===== config.mk =====
export PLATFORM = sky130hd
export DESIGN_NAME = amo_ctrl
export DESIGN_NICKNAME = d
export VERILOG_FILES = /design/src/sv/amo_pkg.sv /design/src/sv/amo_ctrl.sv
export SDC_FILE = /design/constraint.sdc
export NUM_CORES = 1
export LEC_CHECK = 0
export BUFFER_PORTS_ARGS = -buffer_cell sky130_fd_sc_hd__buf_2
export CAP_MARGIN = 30
export CORE_AREA = 2 2 39 41
export CTS_BUF_LIST = sky130_fd_sc_hd__clkbuf_4
export DETAILED_ROUTE_END_ITERATION = 8
export DIE_AREA = 0 0 41 43
export MAX_ROUTING_LAYER = met4
export PLACE_DENSITY = 0.38
export SETUP_SLACK_MARGIN = 0.05
export SLEW_MARGIN = 20
export SYNTH_ARGS = -nofsm -noshare
export SYNTH_HDL_FRONTEND = slang
export SYNTH_SLANG_ARGS = --single-unit

===== constraint.sdc =====
create_clock -name clk -period 0.96 [get_ports clk]
set_input_delay 0.288 -clock clk [delete_from_list [all_inputs] [get_ports clk]]
set_output_delay 0.288 -clock clk [all_outputs]
set_load 0.02 [all_outputs]

===== src/sv/amo_pkg.sv =====
`default_nettype none
// ---------------------------------------------------------------------------
// amo_pkg: shared types for the atomic memory operation unit
// Operation codes and the command and status groups between the controller
// and the datapath.
// ---------------------------------------------------------------------------
package amo_pkg;

	localparam int TYPE_W = 4;
	localparam int ADDR_W = 8;
	localparam int WORD_W = 32;

	typedef enum logic [TYPE_W-1:0] {
		OP_INC  = 4'd0,
		OP_DEC  = 4'd1,
		OP_ADD  = 4'd2,
		OP_SUB  = 4'd3,
		OP_OR   = 4'd4,
		OP_AND  = 4'd5,
		OP_XOR  = 4'd6,
		OP_XCHG = 4'd7,
		OP_CAS  = 4'd8,
		OP_READ = 4'd9
	} op_t;

	// Commands from the controller to the datapath.
	typedef struct packed {
		logic clear_step; // write one zero word of the clearing pass
		logic take;       // capture the request and start the store read
		logic exec;       // compute, write back and load the result register
	} cmd_t;

	// Status from the datapath to the controller.
	typedef struct packed {
		logic clear_last; // the clearing pass is at its final word
		logic out_busy;   // the result register stays occupied this cycle
	} stat_t;

endpackage
`default_nettype wire


===== src/sv/amo_ctrl.sv =====
`default_nettype none
// ---------------------------------------------------------------------------
// amo_ctrl: sequencer of the atomic memory operation unit
// Runs the clearing pass after reset, then takes one request at a time
// through a store read and a write-back.
// ---------------------------------------------------------------------------
module amo_ctrl (
	input  wire logic          clk,
	input  wire logic          arst_n,
	input  wire logic          req_valid,
	output logic               req_ready,
	output amo_pkg::cmd_t      cmd,
	input  wire amo_pkg::stat_t stat
);

	import amo_pkg::*;

	typedef enum logic [2:0] {
		ST_CLEAR = 3'b001,
		ST_IDLE  = 3'b010,
		ST_EXEC  = 3'b100
	} state_t;

	state_t state_q, state_d;

	always_comb begin
		state_d        = state_q;
		req_ready      = 1'b0;
		cmd.clear_step = 1'b0;
		cmd.take       = 1'b0;
		cmd.exec       = 1'b0;
		unique case (state_q)
			ST_CLEAR: begin
				cmd.clear_step = 1'b1;
				if (stat.clear_last) begin
					state_d = ST_IDLE;
				end
			end
			ST_IDLE: begin
				req_ready = 1'b1;
				if (req_valid) begin
					cmd.take = 1'b1;
					state_d  = ST_EXEC;
				end
			end
			ST_EXEC: begin
				// The new word is written back only once the result has a place to go.
				if (!stat.out_busy) begin
					cmd.exec = 1'b1;
					state_d  = ST_IDLE;
				end
			end
			default: begin
				state_d = ST_CLEAR;
			end
		endcase
	end

	always_ff @(posedge clk or negedge arst_n) begin
		if (!arst_n) begin
			state_q <= ST_CLEAR;
		end else begin
			state_q <= state_d;
		end
	end

endmodule
`default_nettype wire


==> impl_metrics.env, run 1 <==
export IMPL_cts_buffers=3
export IMPL_post_dp_hpwl_um=386
export IMPL_p_leak_nw=0.178
export IMPL_cap_viol_max_count=0
export IMPL_setup_slack_ns=-0.488
export IMPL_stdcell_area_um2=397
export IMPL_path_clk_slew_ns=0.04
export IMPL_h_tree_depth=1
export IMPL_dieHeight_um=43
export IMPL_yosys_cell_types_count=16
export IMPL_worst_slew_pin_slew_ns=0.268
export IMPL_drv_slew=0
export IMPL_p_clk_share_pct=21.6
export IMPL_crit_fanout=4
export IMPL_p_switching_mw=0.394
export IMPL_cts_root_buf="clkbuf_4"
export IMPL_rsz0062_at_grt="true"
export IMPL_postRouteAntennaNets=0
export IMPL_fin_worst_skew_ns=0.00104
export IMPL_synth_top_area_share_pct=26.1
export IMPL_crit_type="flip-flop to output port"
export IMPL_ctsLongestPathBuffers=2
export IMPL_p_comb_share_pct=54.2
export IMPL_syn_cell_area_um2=191
export IMPL_viasPerCell=3.87
export IMPL_syn_avg_cell_area_um2=10.6
export IMPL_cts_tree="built"
export IMPL_end_kind="output port"
export IMPL_antenna_found_initial=0
export IMPL_largest_register_ffs=3
export IMPL_synth_warnings=0
export IMPL_power_switching_share_pct=34.3
export IMPL_violations="setup timing"
export IMPL_grt_pass1_wl_um=834
export IMPL_setup_viol=7
export IMPL_drive_gt1_share_pct=73.7
export IMPL_grt_max_degree=6
export IMPL_seqPwrFrac_pct=24.2
export IMPL_grt_use_total_pct=7.53
export IMPL_core_area_um2=1380
export IMPL_die_w_um=41
export IMPL_antenna_cells=0
export IMPL_vias=209
export IMPL_syn_inst=18
export IMPL_gp_congestion=0.706
export IMPL_final_util_pct=28.7
export IMPL_cp_start_kind="flip-flop"
export IMPL_clock_sinks=3
export IMPL_syn_to_final_growth_pct=107
export IMPL_top_register="state_q"
export IMPL_grt_ovfl_total=0
export IMPL_fin_crit_ns=1.45
export IMPL_start_util_pct=13.8
export IMPL_layout_commonest_cell="buf_4"
export IMPL_cp_required_ns=0.67
export IMPL_status="finished, violations left"
export IMPL_layout_common_cells="buf_4, clkbuf_4, buf_2, nand3b_1, buf_6"
export IMPL_placementRows=14
export IMPL_setup_worst_path_start="state_q[0]$_DFFE_PN1P_"
export IMPL_first_global_vias=216
export IMPL_dpl_instance_area_um2=307
export IMPL_drt_iter0_markers=5
export IMPL_ir_worst_vdd_mv=0.821
export IMPL_wl_per_cell_um=9.57
export IMPL_insertion_delay_ns=0.23
export IMPL_layout_nets=44
export IMPL_worstHoldStart="req_valid"
export IMPL_first_pass_iters=3
export IMPL_nFillCells=150
export IMPL_place_port_buffers=8
export IMPL_hold_violations=0
export IMPL_finalCritPeriodShare_pct=151
export IMPL_powerDensity_nw_per_um2=2900
export IMPL_seq_area_frac_synth_pct=39.9
export IMPL_relSlewSlack_pct=81.9
export IMPL_ios=9
export IMPL_yosys_top_cells_area="dfrtp_1, dfstp_2, nand3b_1, nor4b_2, nor3b_2"
export IMPL_reg_largest_list="state_q (3)"
export IMPL_drt_wl_total_um=517
export IMPL_fmax_mhz=691
export IMPL_synth_seq_cells=3
export IMPL_hold_path_class="input port to flip-flop"
export IMPL_synth_nets=23
export IMPL_synth_area_leader_cell="dfrtp_1"
export IMPL_worstPathArrival_ns=1.16
export IMPL_intPower_mw=0.755
export IMPL_die_area_um2=1760
export IMPL_worstReg2RegStart="state_q[0]$_DFFE_PN1P_"
export IMPL_drc=0
## cell usage after synthesis
library cell and count:
dfstp_2 1, nor2b_1 1, and3b_1 1, buf_2 1, a21oi_1 1, nor3b_1 1, o21ai_0 1, inv_1 1
nor4b_2 1, dfrtp_1 2, nor3b_2 1, o31ai_1 1, a211o_1 1, and2_1 1, nor4b_1 1, nand3b_1 2
## per-layer routing
layer | part of all wire [%] | track usage [%] | vias up
met5 | 0 | - | -
met4 | 0 | 6.00 | 0
met3 | 2.1 | 3.14 | 0
met2 | 57 | 10.6 | 3
met1 | 41 | 7.77 | 100
li1 | - | - | 106
## worst max-delay path: stages, from the launching register on
cell and delay [ns]:
dfstp_2 0.59, nor3b_2 0.18, buf_4 0.16
## metrics by stage
step / hold slack, ns / instances / power (mW) / TNS [ns] / setup WS (ns)
CTS: 0.356 / 54 / 1.16 / -2.36 / -0.496
global placement: 0.0856 / 47 / 0.749 / -1.32 / -0.264
detailed placement: 0.0865 / 47 / 0.749 / -1.30 / -0.258
finish: 0.362 / 54 / 1.15 / -2.33 / -0.488
floorplan: -0.00759 / 18 / 0.551 / -1.29 / -0.339
global route: 0.381 / 54 / 1.22 / -2.62 / -0.518
## cells by family (layout without fill, tap and decap cells)
group / Yosys count / count (layout) / share of synthesized area, %
flops: 3 / 3 / 39.9
simple gates: 9 / 9 / 41.8
buf+inv: 2 / 22 / 4.57
compound gates: 4 / 4 / 13.7
## worst paths after layout
path / endpoint / slack (ns) / depth (start not counted)
hold reg to reg: state_q[1]$_DFFE_PN0P_ / 0.73 / 2
setup reg to reg: state_q[1]$_DFFE_PN0P_ / -0.27 / 4
min in group asynchronous: state_q[2]$_DFFE_PN0P_ / 0.38 / 2
hold / removal: state_q[2]$_DFFE_PN0P_ / 0.36 / 3
max in group asynchronous: state_q[0]$_DFFE_PN1P_ / 0.39 / 2
setup / recovery: cmd[2] / -0.49 / 2
## timing repair
item / in CTS / in global routing
setup buffers: 2 / 0
hold buffers: 1 / 0
setup endpoints to repair: 7 / 7
hold endpoints to repair: 2 / 0
pin swaps: 2 / 0
resized for setup: 9 / 0
## power groups by stage
stage               clock network [mW]  registers [mW]  logic, mW
global placement                     0           0.272      0.477
detailed placement                   0           0.272      0.477
floorplan                            0           0.276      0.275
CTS                              0.258           0.276      0.624
finish                           0.248           0.278      0.623
global route                     0.258           0.285      0.672
## area by class of cell
type / instances / area [um2] / area share [%]
sequential: 3 / 77.6 / 19.6
tap: 16 / 20.0 / 5.05
multi-input combinational: 13 / 138 / 34.7
clock buffer: 4 / 30.0 / 7.57
timing repair buffer: 17 / 128 / 32.2
inverter: 1 / 3.75 / 0.946
Power figures use the tool's default switching activity.
==> run 2: changes to the inputs <==
Settings changed: BUFFER_PORTS_ARGS -buffer_cell sky130_fd_sc_hd__buf_2 to not set, DONT_BUFFER_PORTS set to 1, PLACE_DENSITY 0.38 to 0.32.
==> impl_metrics.env, run 2 (synthesis results as in run 1) <==
export IMPL_status="finished, violations left"
export IMPL_violations="setup timing"
export IMPL_relSlewSlack_pct=81.3
export IMPL_first_pass_iters=1
export IMPL_total_power_mw=1.14
export IMPL_fin_worst_skew_ns=0.00145
export IMPL_path_clk_slew_ns=0.04
export IMPL_setup_slack_ns=-0.498
export IMPL_vias=191
export IMPL_crit_slowest_cell="dfstp_2"
export IMPL_layout_commonest_cell="buf_4"
export IMPL_die_area_um2=1760
export IMPL_cp_required_ns=0.67
export IMPL_place_port_buffers=0
export IMPL_critical_path_buf_inv_count=1
export IMPL_cts_buffers=3
export IMPL_worst_slew_pin_slew_ns=0.277
export IMPL_grt_ovfl_total=0
export IMPL_setup_viol=7
export IMPL_ios=9
export IMPL_layout_nets=37
export IMPL_cts_tree="built"
export IMPL_largest_register_ffs=3
export IMPL_viasPerCell=4.06
export IMPL_core_area_um2=1380
export IMPL_hold_path_class="input port to flip-flop"
export IMPL_cp_start_kind="flip-flop"
export IMPL_die_w_um=41
export IMPL_gp_congestion=0.745
export IMPL_rsz0062_at_grt="true"
export IMPL_ctsLongestPathBuffers=2
export IMPL_wl_met3_um=21
export IMPL_drt_iter0_markers=0
export IMPL_antenna_found_initial=0
export IMPL_hold_ws_ns=0.211
export IMPL_cts_root_buf="clkbuf_4"
export IMPL_drv_slew=0
export IMPL_path_cells="nor3b_2, buf_4"
export IMPL_max_stage_delay_ns=0.59
export IMPL_topRoutingLayerUsed="met4"
export IMPL_insertion_delay_ns=0.24
export IMPL_hold_violations=0
export IMPL_antenna_cells=0
export IMPL_worstPathArrival_ns=1.17
export IMPL_path_delay_family="flip-flops"
export IMPL_placementRows=14
export IMPL_cap_viol_max_count=0
export IMPL_first_global_vias=195
export IMPL_post_place_ws_ns=-0.263
export IMPL_grt_max_degree=8
export IMPL_top_register="state_q"
export IMPL_finalCritPeriodShare_pct=152
export IMPL_fmax_mhz=686
export IMPL_drc=0
export IMPL_post_dp_hpwl_um=373
export IMPL_powerDensity_nw_per_um2=3110
export IMPL_ir_worst_vdd_mv=1.13
export IMPL_met2_length_um=296
export IMPL_h_tree_depth=1
export IMPL_drt_wl_total_um=526
export IMPL_drive_gt1_share_pct=67.7
export IMPL_postRouteAntennaNets=0
export IMPL_p_leak_nw=0.150
export IMPL_wl_per_cell_um=11.2
export IMPL_layout_common_cells="buf_4, clkbuf_4, buf_6, nand3b_1, dfrtp_2"
export IMPL_reg_largest_list="state_q (3)"
export IMPL_end_kind="output port"
export IMPL_fin_crit_ns=1.46
export IMPL_clock_sinks=3
export IMPL_dieHeight_um=43
export IMPL_syn_to_final_growth_pct=91.5
export IMPL_crit_type="flip-flop to output port"
export IMPL_crit_fanout=4
export IMPL_wl_met1_um=189
export IMPL_grt_pass1_wl_um=855
export IMPL_start_util_pct=13.8
export IMPL_grt_use_total_pct=8.75
[run 2: cell types whose count changed in the layout (fill, tap and decap cells not counted)]
cell | previous run | this run
dfrtp_2 | 1 | 2
buf_2 | 4 | 0
buf_6 | 2 | 3
o31ai_1 | 0 | 1
dfrtp_1 | 1 | 0
buf_12 | 0 | 1
o31ai_2 | 1 | 0
buf_4 | 10 | 5
[run 2: metal layers]
layer  global-route usage (%)  up-vias
met5                        -        -
met3                     4.71        2
met1                     9.03       91
met2                     9.38        5
li1                         -       93
met4                     12.0        0
[run 2: layout make-up]
type | count | area, um2
multi-input combinational | 13 | 133
sequential | 3 | 78.8
clock buffer | 4 | 30.0
inverter | 1 | 3.75
fill | 145 | 1020
tap | 16 | 20.0
timing repair buffer | 10 | 101
[run 2: report_power, final]
group | switching [mW] | total (mW) | internal [mW]
Sequential | 0.0866 | 0.284 | 0.198
Clock | 0.0756 | 0.260 | 0.185
Combinational | 0.234 | 0.597 | 0.362
Total | 0.396 | 1.14 | 0.745
[run 2: path summary, 6_finish.rpt]
check / from / to / cells after the start / slack, ns
min: stat[0] / state_q[2]$_DFFE_PN0P_ / 2 / 0.21
min reg2reg: state_q[0]$_DFFE_PN1P_ / state_q[2]$_DFFE_PN0P_ / 2 / 0.68
max in group asynchronous: arst_n / state_q[0]$_DFFE_PN1P_ / 1 / 0.44
min in group asynchronous: arst_n / state_q[1]$_DFFE_PN0P_ / 1 / 0.30
max: state_q[0]$_DFFE_PN1P_ / cmd[2] / 2 / -0.50
max reg2reg: state_q[0]$_DFFE_PN1P_ / state_q[1]$_DFFE_PN0P_ / 3 / -0.18
[run 2: per-stage QoR]
stage | TNS, ns | area [um2] | cells | util [%]
floorplan | -1.29 | 213 | 18 | -
global placement | -1.25 | 294 | 41 | 21.2
detailed placement | -1.15 | 294 | 41 | 21.2
CTS | -2.29 | 352 | 46 | 25.4
global route | -2.58 | 367 | 47 | 26.5
finish | -2.29 | 367 | 47 | 26.5
[run 2: what timing repair did]
action | 4_1_cts | 5_1_grt
endpoints found under the hold margin | 3 | 0
pin swaps | 0 | 4
resized for setup | 4 | 2
buffers inserted | 0 | 1
hold buffers | 1 | 0
setup endpoints to repair | 7 | 7
